===== src/design/pdfe_ram.sv =====
module pdfe_ram #(
	parameter int WIDTH = 16,
	parameter int DEPTH = 256
) (
	input  logic                     clk,
	input  logic                     we,
	input  logic [$clog2(DEPTH)-1:0] waddr,
	input  logic [WIDTH-1:0]         wdata,
	input  logic [$clog2(DEPTH)-1:0] raddr,
	output logic [WIDTH-1:0]         rdata
);

	logic [WIDTH-1:0] mem [DEPTH];

	// one write port, registered read
	always_ff @(posedge clk) begin
		if (we) begin
			mem[waddr] <= wdata;
		end
		rdata <= mem[raddr];
	end

endmodule


===== config.mk =====
export PLATFORM = sky130hd
export DESIGN_NAME = pdfe_ram
export DESIGN_NICKNAME = d
export VERILOG_FILES = /design/src/design/pdfe_ram.sv
export SDC_FILE = /design/constraint.sdc
export NUM_CORES = 2
export LEC_CHECK = 0
export BUFFER_PORTS_ARGS = -buffer_cell sky130_fd_sc_hd__buf_4
export CELL_PAD_IN_SITES_DETAIL_PLACEMENT = 0
export CELL_PAD_IN_SITES_GLOBAL_PLACEMENT = 1
export CORE_UTILIZATION = 40
export CTS_CLUSTER_SIZE = 12
export DETAILED_ROUTE_END_ITERATION = 10
export GPL_ROUTABILITY_DRIVEN = 0
export PLACE_DENSITY = 0.61
export SYNTH_ARGS = -nofsm -noshare
export SYNTH_HDL_FRONTEND = slang
export SYNTH_SLANG_ARGS = --single-unit

===== constraint.sdc =====
create_clock -name clk -period 2.5 [get_ports clk]
set_clock_uncertainty 0.05 [all_clocks]
set_input_delay 0 -clock clk [delete_from_list [all_inputs] [get_ports clk]]
set_output_delay 0 -clock clk [all_outputs]
set_load 0.1 [all_outputs]

# Word level (Yosys, flattened, before mapping)

Memory sizes are Yosys's and may differ from the RTL's. A register that Yosys moved wholly into a read port is not among the register bits.
Cells that the tools add are included.

Flip-flop bits (word level): 0
Bits in writable memories: 4096
Memories: 1
Word-level logic and storage cells: 3
Output and inout bits: 16
Input bits: 34

Mux-type cells: 2

Memory list:

| memory | depth | bits a word | rd ports | clocked after memory_dff | wr ports | RTL line | source |
|---|---|---|---|---|---|---|---|
| mem    | 256   | 16          | 1        | 1                        | 1        | 13       | `logic [WIDTH-1:0] mem [DEPTH];` |

Operators by type and width:

| operator | number |
|---|---|
| $mux 1   | 2 |

# Longest topological paths before layout

Depth after elaboration: 2
Gate-level depth with buffers: 12

# Least setup slack after synthesis

OpenSTA, ideal clock, no wires.

Path type: in2reg
From: in waddr[3]
To: mem mem[235][0], enable pin
Library setup time: 388 ps
Buffers on the path: 3
Stages on the path: 6
Arrival: 1777 ps
Required time: 2062 ps
Slack: 285 ps
Cell sequence: clkbuf_1 > nor2b_1 > clkbuf_1 > nand4_1 > clkbuf_1 > nor2_1

RTL lines:

| item               | RTL line | source |
|---|---|---|
| start: declaration | 7        | `input logic [$clog2(DEPTH)-1:0] waddr,` |
| end: declaration   | 13       |  |

No word-level cell before the write port.

==> results.yml <==
floorplanning:
  core_um2: 394000
  placementRows: 230
  die_x_um: 632
  start_util: 0.403
  dieArea_um2: 399000
  dieHeight_um: 632
  ios: 50
worst_setup_path:
  critPathArrivalTime_ns: 3.29
  r2r_cells: 6
  worstSetupEndpointType: "flip-flop"
  worstPathRequired_ns: 3.28
  path_max_fanout: 1
  crit_type: "flip-flop to flip-flop"
  critPathLaunchType: "flip-flop"
status:
  violations: "negative setup slack"
  status: "complete, but fails checks"
sta:
  layout_setup_ws_ns: -0.00828
  setup_violations: 1
  finalHoldViolCount: 0
  drv_slew: 0
  max_slew_margin: 0.312
  clock.fmax_mhz: 399
  tightest_slew_ns: 1.03
  rsz0062_at_grt: "yes"
  post-route-period-util: 1.00
  min_period_ns: 2.51
layout:
  final_cell_mix: "edfxtp_1 (4,096), buf_4 (912), mux4_2 (797)"
  finish.utilization: 0.474
  nets: 8490
  area_delta_synth_final_pct: 17.7
  fillers: 32400
  layout_commonest_cell: "edfxtp_1"
  drive_gt1_frac: 0.309
drt:
  wirelength_um: 454000
  ant_nets: 0
  routed_via_density: 5.78
  wire_per_inst_um: 32.5
  post-route-drc-count: 0
  via_count: 80900
  firstDrtPassIters: 6
  drt_iter0_markers: 9421
placement:
  io_buffers: 49
  hpwlAfterDp_um: 285000
global_routing:
  antenna_found_initial: 35
  grt_pass1_vias: 81200
  grtUsageTotal: 0.225
  grt_overflow_total: 0
  grt_pass1_wl_um: 635000
  grt_max_degree: 113
logic_synthesis:
  synthCells: 7360
  yosys_warnings: 0
  seq_area_frac_synth: 0.777
  synth_edf_count: 4096
  synthArstFlopShare: 0
  syn_area_um2: 159000
  yosysUniqueCellTypes: 52
  syn-num-nets: 7394
  syn_area_per_cell_um2: 21.6
  synth-seq-cells: 4112
  synthFlopType: "edfxtp_1"
clock_tree:
  cts.sink_count: 4112
  clock_path_buffers: 4
  cts_tree: "done"
  cts.htree.levels: 5
  path_clk_slew_ns: 0.06
  cts-root-buf: "clkbuf_16"
  clkLatencyLatePin_ns: 0.98
  cts_buffers: 421
power_and_ir_drop:
  ir_drop_mv: 0.590
  p_leak_nw: 60.2
  power.density_nw_per_um2: 768
  finalPower_mw: 143
min_path:
  hold_class: "primary input to flip-flop"
  hold_depth: 2
job:
  drv_cap: 0
cell usage after synthesis (all sizes together) (5+ instances only):
cell type	number	share of area
o31ai	16	0.00076
or2	5	0.00020
o21ai	38	0.0012
dfxtp	16	0.0020
a31oi	6	0.00024
nand2	38	0.00090
a211oi	18	0.00085
edfxtp	4096	0.77
a2111oi	6	0.00033
o22ai	148	0.0058
nand4	26	0.0010
mux2	88	0.0062
mux4	797	0.11
clkbuf	230	0.0054
o221ai	253	0.014
nor2	304	0.0072
and3	11	0.00043
a22o	32	0.0018
nor4	18	0.00075
nor3	92	0.0029
a21oi	175	0.0055
o32ai	21	0.0012
a22oi	43	0.0020
mux2i	565	0.036
nor2b	9	0.00035
nand3	35	0.0011
buf	222	0.011
a221oi	28	0.0015
where the power goes:
part           total, mW  switching [mW]  leakage (nW)  internal, mW
clock               58.4            25.7          6.09          32.6
sequential          76.1           0.149          36.9          76.0
combinational       8.89            5.57          17.2          3.32
total                143            31.5          60.2           112
timing repair:
item,in CTS,in global routing
hold endpoints to repair,6115,0
setup buffers,0,0
pin swaps,9,13
gates resized for setup,77,30
endpoints found under the setup margin,16,16
gates cloned,0,0
hold buffers,33,0
cell type report:
type	instances	area (µm²)	share of cell area
Clock inverter	168	1280	0.00687
Timing Repair Buffer	1125	10700	0.0571
Antenna cell	12	30.0	0.000161
Inverter	4	27.5	0.000147
Tap cell	5220	6530	0.0350
Sequential cell	4112	123000	0.660
Multi-Input combinational cell	2792	33700	0.181
Clock buffer	545	11200	0.0599
cells by family after synthesis:
kind of cell / Yosys count / share of synthesized area
simple gates: 556 / 0.0157
compound gates: 786 / 0.0354
buf+inv: 456 / 0.0169
mux: 1450 / 0.155
flops: 4112 / 0.777
stage by stage:
stage,hold slack [ns],area [µm²],setup TNS [ns],std cells,setup slack (ns)
2_1_floorplan,0.0489,159000,0,7360,0.285
3_3_place_gp,0.361,173000,-11.19,13200,-1.04
3_5_place_dp,0.364,173000,-11.04,13200,-1.02
4_1_cts,0.00601,187000,-0.122,14000,-0.0767
5_1_grt,0.0374,187000,-0.0988,14000,-0.0623
6_report,0.0396,187000,-0.00828,14000,-0.00828
metal layers:
metal  wire length, µm  global-route usage  vias up
met4             15300              0.0671       12
met5                78                   0        -
met1            186000               0.312    43600
met2            218000               0.365     3163
li1                  -                   -    33500
met3             34200              0.0394      634
final timing paths:
check	from	end	slack, ns
max	mem[53][8]$_DFFE_PP_	rdata[8]$_DFF_P_	-0.008
min	wdata[15]	mem[65][15]$_DFFE_PP_	0.04
max reg2reg	mem[53][8]$_DFFE_PP_	rdata[8]$_DFF_P_	-0.008
min reg2reg	mem[202][10]$_DFFE_PP_	rdata[10]$_DFF_P_	1.00
sequential cells by signal, indices dropped and copies added, names as in the netlist:
name / count
mem: 4096
rdata: 16
worst max-delay path, cell delays in order (launching register included):
cell and delay, ns:
edfxtp_1 0.38, mux4_2 0.47, mux4_2 0.52, a22o_4 0.34
o32ai_4 0.41, buf_6 0.18, nor4_2 0.04
No activity file was read; power rests on OpenSTA's default activity.
