File: config.mk
export PLATFORM = sky130hd
export DESIGN_NAME = pdfe_div
export DESIGN_NICKNAME = d
export VERILOG_FILES = /design/src/design/pdfe_pkg.sv /design/src/design/pdfe_div.sv
export SDC_FILE = /design/constraint.sdc
export NUM_CORES = 1
export LEC_CHECK = 0
export ABC_AREA = 1
export BUFFER_PORTS_ARGS = -buffer_cell sky130_fd_sc_hd__buf_4
export CELL_PAD_IN_SITES_DETAIL_PLACEMENT = 1
export CELL_PAD_IN_SITES_GLOBAL_PLACEMENT = 1
export CORE_AREA = 4 4 137 139
export CTS_CLUSTER_DIAMETER = 100
export DETAILED_ROUTE_END_ITERATION = 6
export DIE_AREA = 0 0 141 143
export PLACE_DENSITY_LB_ADDON = 0.1
export REMOVE_ABC_BUFFERS = 1
export SYNTH_ARGS = -nofsm -noshare
export SYNTH_HDL_FRONTEND = slang
export SYNTH_SLANG_ARGS = --single-unit
File: constraint.sdc
create_clock -name clk -period 6.3 [get_ports clk]
set_input_delay 1.26 -clock clk [delete_from_list [all_inputs] [get_ports clk]]
set_output_delay 1.26 -clock clk [all_outputs]
set_load 0.01 [all_outputs]
File: src/design/pdfe_pkg.sv
package pdfe_pkg;

	// command opcodes
	localparam logic [2:0] OP_TICK   = 3'd0;
	localparam logic [2:0] OP_FADE   = 3'd1;
	localparam logic [2:0] OP_LEVEL  = 3'd2;
	localparam logic [2:0] OP_DIRECT = 3'd3;
	localparam logic [2:0] OP_LOAD   = 3'd4;

	// channel modes
	localparam logic [2:0] MODE_OFF  = 3'd0;
	localparam logic [2:0] MODE_ON   = 3'd1;
	localparam logic [2:0] MODE_UP   = 3'd2;
	localparam logic [2:0] MODE_DOWN = 3'd3;
	localparam logic [2:0] MODE_DONE = 3'd4;

	// configuration register indexes
	localparam logic [1:0] CFG_PULSE_MIN = 2'd0;
	localparam logic [1:0] CFG_PULSE_MAX = 2'd1;
	localparam logic [1:0] CFG_MAINS_HZ  = 2'd2;

	// level codes of set level
	localparam logic [7:0] LEVEL_OFF    = 8'd0;
	localparam logic [7:0] LEVEL_RECALL = 8'd255;

	// fixed arithmetic constants
	localparam int MS_PER_SEC = 1000;
	localparam int ROUND_HALF = 128;

	// shared divider widths
	localparam int DIV_NUM_W = 48;
	localparam int DIV_DEN_W = 32;

	typedef enum logic [4:0] {
		ST_IDLE,
		ST_DECODE,
		ST_LT_MUL,
		ST_LT_DIV,
		ST_LT_WAIT,
		ST_LT_WR,
		ST_SF_MUL,
		ST_SF_DIV,
		ST_SF_WAIT,
		ST_SF_SET,
		ST_SL_RD,
		ST_SL_GET,
		ST_CH_CHECK,
		ST_ZS_RD,
		ST_ZS_GET,
		ST_FD_MUL,
		ST_FD_DIV,
		ST_FD_WAIT,
		ST_FD_LV,
		ST_FD_RD1,
		ST_FD_GET1,
		ST_FD_RD2,
		ST_FD_GET2,
		ST_FD_MUL2,
		ST_FD_CORR,
		ST_FD_FIN,
		ST_EMIT
	} state_t;

	// divider handshake
	typedef struct packed {
		logic start;
	} div_req_t;

	typedef struct packed {
		logic busy;
		logic done;
	} div_rsp_t;

endpackage

File: src/design/pdfe_div.sv
module pdfe_div (
	input  logic                            clk,
	input  logic                            arst_n,
	input  pdfe_pkg::div_req_t              req,
	input  logic [pdfe_pkg::DIV_NUM_W-1:0]  dividend,
	input  logic [pdfe_pkg::DIV_DEN_W-1:0]  divisor,
	output pdfe_pkg::div_rsp_t              rsp,
	output logic [pdfe_pkg::DIV_NUM_W-1:0]  quotient
);

	localparam int NW = pdfe_pkg::DIV_NUM_W;
	localparam int DW = pdfe_pkg::DIV_DEN_W;
	localparam int CW = $clog2(NW + 1);

	logic [CW-1:0] cnt_q;
	logic          done_q;
	logic [DW-1:0] rem_q;
	logic [NW-1:0] quo_q;
	logic [DW-1:0] den_q;
	logic [DW:0]   rem_sh;
	logic          fits;

	// restoring step: one quotient bit a cycle
	assign rem_sh = {rem_q, quo_q[NW-1]};
	assign fits   = rem_sh >= {1'b0, den_q};

	always_ff @(posedge clk or negedge arst_n) begin
		if (!arst_n) begin
			cnt_q  <= '0;
			done_q <= 1'b0;
		end else begin
			done_q <= 1'b0;
			if (req.start) begin
				cnt_q <= CW'(NW);
			end else if (cnt_q != '0) begin
				cnt_q <= cnt_q - 1'b1;
				if (cnt_q == CW'(1)) begin
					done_q <= 1'b1;
				end
			end
		end
	end

	always_ff @(posedge clk) begin
		if (req.start) begin
			rem_q <= '0;
			quo_q <= dividend;
			den_q <= divisor;
		end else if (cnt_q != '0) begin
			rem_q <= fits ? DW'(rem_sh - {1'b0, den_q}) : rem_sh[DW-1:0];
			quo_q <= {quo_q[NW-2:0], fits};
		end
	end

	assign rsp.busy = cnt_q != '0;
	assign rsp.done = done_q;
	assign quotient = quo_q;

endmodule

After elaboration in Yosys (flattened, before gate mapping) --
Index checks and enable logic that the tools add are counted.
Word-level totals: word-level logic and storage cells 19, bits of input ports 83, bits in registers 119, output and inout port bits 50
Operators by class: $lt $le $gt $ge 1, reduce and logical (&&, ||, !) cells 2, eq/ne operators 1, muxes and demuxes 8, $add $sub $neg 2
Operators with widths (count):
- $mux 48 | 2
- $ge 33x32->1 | 1
- $mux 32 | 1
- $sub 32x32->32 | 1
- $mux 6 | 2
- $eq 6x1->1 const B | 1
- $reduce_bool 6->1 | 1
- $sub 6x1->6 const B | 1
- $mux 1 | 3
- $reduce_bool 2->1 | 1

Logic depth before layout (Yosys ltp) --
Gate-level depths: netlist of the first run.
depth after elaboration 4, depth in mapped cells 17, mapped depth without buffers 16

Worst setup path after synthesis of the first run --
OpenSTA, ideal clock, no wires.
path type in2reg, start point input port req, end point register quo_q[0] (netlist: quotient[0]) (enable), arrival time 3214 ps, stages 4, data required time 5868 ps, slack 2654 ps, path buffers 2, library setup time 432 ps, cell sequence clkbuf_1 -> nor2_1 -> inv_1 -> clkbuf_1
On the way: cells in the longest elaborated chain, start to end 1
RTL lines:
- start, declared | RTL line pdfe_div.sv:4 | input pdfe_pkg::div_req_t req,
- $reduce_bool 2->1 (no source line)
- end signal, assigned | RTL line pdfe_div.sv:47 | quo_q <= dividend;
- end signal, assigned | RTL line pdfe_div.sv:51 | quo_q <= {quo_q[NW-2:0], fits};
- end, declared | RTL line pdfe_div.sv:18 | logic [NW-1:0] quo_q;
Every way passes these cells. A chain may end at the register's enable or synchronous reset.

==> results of run 1 <==
==> stage by stage <==
| stage | util (%) | hold WS, ps | worst slack (ps) |
|---|---|---|---|
| 2_1_floorplan | - | 444 | 2840 |
| 4_1_cts | 52.6 | 478 | 3210 |
| 6_report | 52.6 | 476 | 3230 |
| 5_1_grt | 52.6 | 502 | 2990 |
| 3_5_place_dp | 49.4 | 462 | 2800 |
| 3_3_place_gp | 49.4 | 461 | 2910 |
==> critical path: stages <==
cell	delay [ps]
buf_4	160
inv_1	70
buf_4	440
nand2_1	190
inv_1	940
nand2_1	140
inv_1	100
nand2_1	50
nand2_1	50
==> cell type report <==
type,count,area share [%]
inverters,196,7.92
multi-input cells,731,37.2
repair buffers,137,11.1
clock inverters,14,1.51
clock buffers,18,4.62
flip-flops and latches,119,34.6
well taps,229,3.08
==> routing by layer <==
layer	vias to the layer above	track usage (%)	routed length, um
li1	3561	-	-
met3	29	6.20	1490
met1	3388	29.6	10100
met5	-	0	0
met2	182	40.9	11300
met4	0	6.73	405
==> cell usage after synthesis (3+ instances only) <==
library cell,instances
a21oi_1,19
buf_2,6
buf_6,4
clkbuf_1,13
dfrtp_1,7
dfxtp_1,32
edfxtp_1,80
ha_1,34
inv_1,196
nand2_1,472
nand2_2,3
nand3_1,78
nand3b_1,15
nand4_1,12
nor2_1,43
nor2_2,5
nor3_1,3
o21ai_0,5
o21ai_1,9
xnor2_1,13
==> power by group through the flow <==
| stage | combinational [mW] | sequential (mW) | clock [mW] |
|---|---|---|---|
| after floorplan | 0.968 | 1.06 | 0 |
| after global placement | 1.37 | 1.06 | 0 |
| after detailed placement | 1.41 | 1.06 | 0 |
| after CTS | 1.43 | 1.05 | 0.969 |
| after global routing | 1.62 | 1.07 | 1.01 |
| final | 1.42 | 1.05 | 0.962 |
==> logic make-up after synthesis <==
| family | after synthesis |
|---|---|
| compound gates | 42 |
| xor+xnor | 14 |
| fa+ha+maj | 35 |
| buf+inv | 223 |
| flops | 119 |
| simple gates | 640 |
==> how the worst max path moves through the flow <==
stage,endpoint,cells past startpoint,start
final,rem_q[27],9,req
after global routing,rem_q[30],9,req
after CTS,rem_q[27],9,req
after detailed placement,rem_q[27],9,req
after global placement,rem_q[27],9,req
after floorplan,quotient[0],2,req
==> layout by cell type (no fill, tap or decap), drive strengths merged <==
cell type and instances:
a21oi 20, a31oi 2, and2 2, buf 137, bufinv 1, clkbuf 18, clkinv 5, clkinvlp 2
dfrtp 7, dfxtp 32, edfxtp 80, fa 1, ha 34, inv 202, nand2 476, nand3 79
nand3b 15, nand4 12, nor2 50, nor3 4, nor3b 1, o21a 2, o21ai 14, o21bai 2
o22ai 1, o31ai 1, or2 1, xnor2 13, xor2 1
==> registers in the layout, summed over array words and instances, names as in the netlist <==
name      cells
quotient     48
den_q        32
rem_q        32
cnt_q         6
done_q        1
==> metrics.txt, run 1 <==
Clock Pin Slew Worst Setup and Hold Paths=60 ps; proportion of layout cells with a drive suffix above 1=15.1%; Tot Pwr=3.44 mW; number of antenna violations at the first check in global routing=0; Post-Route Skew=12.8 ps; maximum count of clock buffers along a single path=2; Hold-fix buffers, CTS=0; startpoint of the worst register-to-register path=den_q[3]; maximum number of pins on one net before global-route repair=77; combinational family with the most area after synthesis=simple AND/OR/NAND/NOR gates; antenna cell count=0; final setup TNS=0 ps; largest voltage drop on the vdd net=187 uV; antenna-violating nets left=0; number of remaining DRC errors=0; cell chosen for the clock root=clkbuf_16; complex-gate fraction of the synthesized area=3.05%; post-CTS resize count=0; normalized max-slew margin=16.3%; global-route wire length before repair=38000 um; Hold Path Depth=2; cts bufs inserted=17; post-synthesis average cell area=7.04 sq um; Hold Crit Start=rem_q[10]; type of destination of the critical path=flip-flop; Internal Dissipation=2.04 mW; combinational fraction of design power=41.4%; share of flip-flops with an asynchronous set or reset after synthesis=5.88%; effective utilization at floorplan=42.8%; Filler cells=2313; clock power share=28.0%; proportion of synthesized chip area in sequential cells=42.6%; site row count=49; die area=20200 sq um; Post-layout nets=1320; vertical die dimension=143 um; kind of start point of the critical path=input port; area share of the leading cell type in the synthesized netlist=31.8%; area grow syn2layout=23.0%; clock tree from TritonCTS=yes; maximum operating frequency=326 MHz; number of buffer cells added on primary ports=132; most area-hungry cell type in the Yosys netlist=edfxtp_1; class of the worst hold path=flip-flop to flip-flop; Area contributors post-synth=edfxtp_1, nand2_1, inv_1; clock insertion delay at the later pin of the skew report=420 ps; wire length per cell=16.1 um; mux share of post-synthesis cell area=0%; net switching power=1.40 mW; post-CTS setup buffer count=0; switching share of power=40.7%; global-route usage over all layers=23.8%; share of synthesized cell area in and, or, nand and nor gates=35.2%; TritonCTS sink count=119; status=complete, no violations; Syn Std Cell Area=7550 sq um; DP HPWL=17200 um; standard cell core area=17700 sq um; routability-driven placement congestion ratio=0.900; design area=9290 sq um; flops & latches, synth=119; max-cap check violation count=0; final cycle utilization of the critical path=48.7%; Static Leak=5.04 nW; Final Hold Vio Count=0; Synth cell types=37; Initial DRT Pass Iterations=5; vias in the first global route=7561; Final Routed Wirelength=23300 um; aggregate global routing overflow=0; Critical Path AT=3430 ps; area taken by flip-flops and latches=3220 sq um; r2r endpoint=rem_q[22]; maximum fanout along the worst path=50; ratio of routed vias to standard cells=4.96; Worst-Margin Slew=1250 ps; number of cells traversed by the worst register-to-register path=15; routed vias=7160; setup violation total in the final timing report=0; boundary pin count=133; share of total power in sequential cells=30.6%; required time worst endpoint=6660 ps; area taken by multi-input logic gates=3450 sq um; count of final max-slew check failures=0; Cells after Synth=1073; Worst Path Class, Setup=input port to flip-flop; first-iteration detailed-routing DRC count=324; adder and majority gate portion of the synthesized area=5.90%; placed cell areas=8720 sq um; die boundary width=141 um; dominant register cell in the synthesized netlist=edfxtp_1; capture endpoint of the worst hold path=rem_q[10]; reg2reg setup slack=3250 ps; Cell Pwr Density=370 nW/um^2; xor and xnor fraction of the mapped netlist area=1.62%; unrepaired setup endpoints after global routing=false; number of enable flip-flop cells after synthesis=80; H-tree depth=4; clock period minus final worst setup slack=3070 ps; Non-Filler Instances=1444; number of placed instances, taps included=1412; Yosys warning total=0
Note: power is estimated with default switching activity, not from simulation.
==> run 2: changes to the inputs <==
--- a/config.mk
+++ b/config.mk
@@ -9,10 +9,10 @@
 export BUFFER_PORTS_ARGS = -buffer_cell sky130_fd_sc_hd__buf_4
 export CELL_PAD_IN_SITES_DETAIL_PLACEMENT = 1
 export CELL_PAD_IN_SITES_GLOBAL_PLACEMENT = 1
-export CORE_AREA = 4 4 137 139
+export CORE_AREA = 4 4 148 150
 export CTS_CLUSTER_DIAMETER = 100
 export DETAILED_ROUTE_END_ITERATION = 6
-export DIE_AREA = 0 0 141 143
+export DIE_AREA = 0 0 152 154
 export PLACE_DENSITY_LB_ADDON = 0.1
 export REMOVE_ABC_BUFFERS = 1
 export SYNTH_ARGS = -nofsm -noshare
==> constraint.sdc (replaced) <==
create_clock -name clk -period 2.7 [get_ports clk]
set_input_delay 0.54 -clock clk [delete_from_list [all_inputs] [get_ports clk]]
set_output_delay 0.54 -clock clk [all_outputs]
set_load 0.01 [all_outputs]
==> run 2 against run 1 <==
Net effect: total power grew 140%; sequential power rose by 130%; clock skew about the same; non-clock buffer count is 9 higher.
==> metrics.txt, run 2 (same netlist as run 1, synthesis figures left out) <==
Internal Dissipation=4.89 mW; Worst Path Class, Setup=flip-flop to flip-flop; H-tree depth=4; boundary pin count=133; clock insertion delay at the later pin of the skew report=420 ps; die area=23400 sq um; number of cells traversed by the worst register-to-register path=13; Cell Pwr Density=859 nW/um^2; site row count=53; flip-flop count of the largest register after layout=48; normalized max-slew margin=34.2%; final cycle utilization of the critical path=89.3%; routed vias=6994; highest-count cells in the layout ignoring fill and taps=nand2_1, inv_1, buf_4; effective utilization at floorplan=36.5%; final setup TNS=0 ps; Hold Crit Start=divisor[19]; placed cell areas=8850 sq um; Non-Filler Instances=1499; stage delay of the slowest cell on the critical path=350 ps; Post-Route Skew=12.6 ps; count of final max-slew check failures=0; first-iteration detailed-routing DRC count=244; number of remaining DRC errors=0; antenna cell count=0; number of antenna violations at the first check in global routing=0; combinational fraction of design power=41.4%; clock period minus final worst setup slack=2410 ps; commonest non-fill, non-tap cell in the layout=nand2_1; Worst-Margin Slew=987 ps; antenna-violating nets left=0; wire length per cell=15.6 um; proportion of layout cells with a drive suffix above 1=15.8%; aggregate global routing overflow=0; net switching power=3.23 mW; maximum fanout along the worst path=32; share of total power in sequential cells=30.1%; crit path launch=den_q[7]; Tot Pwr=8.12 mW; area grow syn2layout=25.2%; max-cap check violation count=0; class of the worst hold path=input port to flip-flop; maximum count of clock buffers along a single path=2; clock power share=28.6%; maximum number of pins on one net before global-route repair=84; die boundary width=152 um; design area=9460 sq um; startpoint of the worst register-to-register path=den_q[7]; status=complete, no violations; standard cell core area=20700 sq um; DP HPWL=17700 um; cts bufs inserted=17; utilization after layout=45.7%; Hold Path Depth=1; most used cell along the critical path=nand2_1; post-place setup slack=239 ps; setup violation total in the final timing report=0; Final Routed Wirelength=23400 um; Initial DRT Pass Iterations=4; Post-layout nets=1329; worst hold slack across all endpoints=289 ps; required time worst endpoint=2980 ps; critical-path cell list=inv_1, ha_1, nand2_1, nor2_2, nand3_1, nand3_2, nand2_1, nand2_2, nand2_2, nand2_4, nand2_1, nand3_1, o21ai_0; TritonCTS sink count=119; largest voltage drop on the vdd net=336 uV; type of destination of the critical path=flip-flop; ratio of routed vias to standard cells=4.67; vertical die dimension=154 um; Critical Path AT=2690 ps; maximum operating frequency=415 MHz; global-route wire length before repair=38100 um; routability-driven placement congestion ratio=0.906; switching share of power=39.8%; highest-delay cell along the critical path=ha_1; kind of start point of the critical path=flip-flop; clock tree from TritonCTS=yes; number of buffer cells added on primary ports=132; unrepaired setup endpoints after global routing=false; vias in the first global route=7492; cell chosen for the clock root=clkbuf_16; smallest setup slack after layout=288 ps; Final Hold Vio Count=0; number of placed instances, taps included=1466; Static Leak=5.09 nW; Clock Pin Slew Worst Setup and Hold Paths=60 ps; global-route usage over all layers=20.2%
[run 2: final timing paths]
check	endpoint	slack [ps]
max	rem_q[1]	290
min	den_q[19]	290
max reg2reg	rem_q[1]	290
min reg2reg	rem_q[17]	470
max in group asynchronous	cnt_q[0]	2090
min in group asynchronous	cnt_q[5]	480
[run 2: power groups by stage]
| stage | registers [mW] | clock network (mW) | logic [mW] |
|---|---|---|---|
| 2_1_floorplan | 2.47 | 0 | 2.26 |
| 3_3_place_gp | 2.47 | 0 | 3.31 |
| 3_5_place_dp | 2.47 | 0 | 3.38 |
| 4_1_cts | 2.44 | 2.38 | 3.41 |
| 5_1_grt | 2.48 | 2.46 | 3.84 |
| 6_report | 2.44 | 2.32 | 3.36 |
[run 2: final cells by class]
type | count | area (sq um)
clock buffer | 19 | 443
clock inverter | 13 | 150
fill | 2699 | 11200
inverter | 196 | 736
multi-input combinational | 731 | 3460
sequential | 119 | 3220
tap | 275 | 344
timing repair buffer | 146 | 1110
[run 2: timing repair]
action                                  CTS  global route
gates resized for setup                   0             1
hold buffers                              1             0
endpoints found under the setup margin    0             1
hold endpoints to repair                  7             0
setup buffers                             0             0
[run 2: worst max-delay path: cells and delay by family (launching register included)]
family	cells	cell delay, ps
flip-flops	1	330
adder cells (fa/ha/maj)	1	350
AO/OA/AOI/OAI	1	120
AND/OR/NAND/NOR	10	1380
buffers and inverters	1	50
[run 2: per-layer routing]
layer / share of wire [%] / up-vias / wire length (um) / track usage (%)
met5: 0 / - / 0 / 0
met1: 45 / 3255 / 10600 / 24.7
met2: 46 / 130 / 10800 / 33.8
met4: 1.4 / 0 / 337 / 5.22
met3: 6.8 / 20 / 1590 / 7.68
li1: - / 3589 / - / -
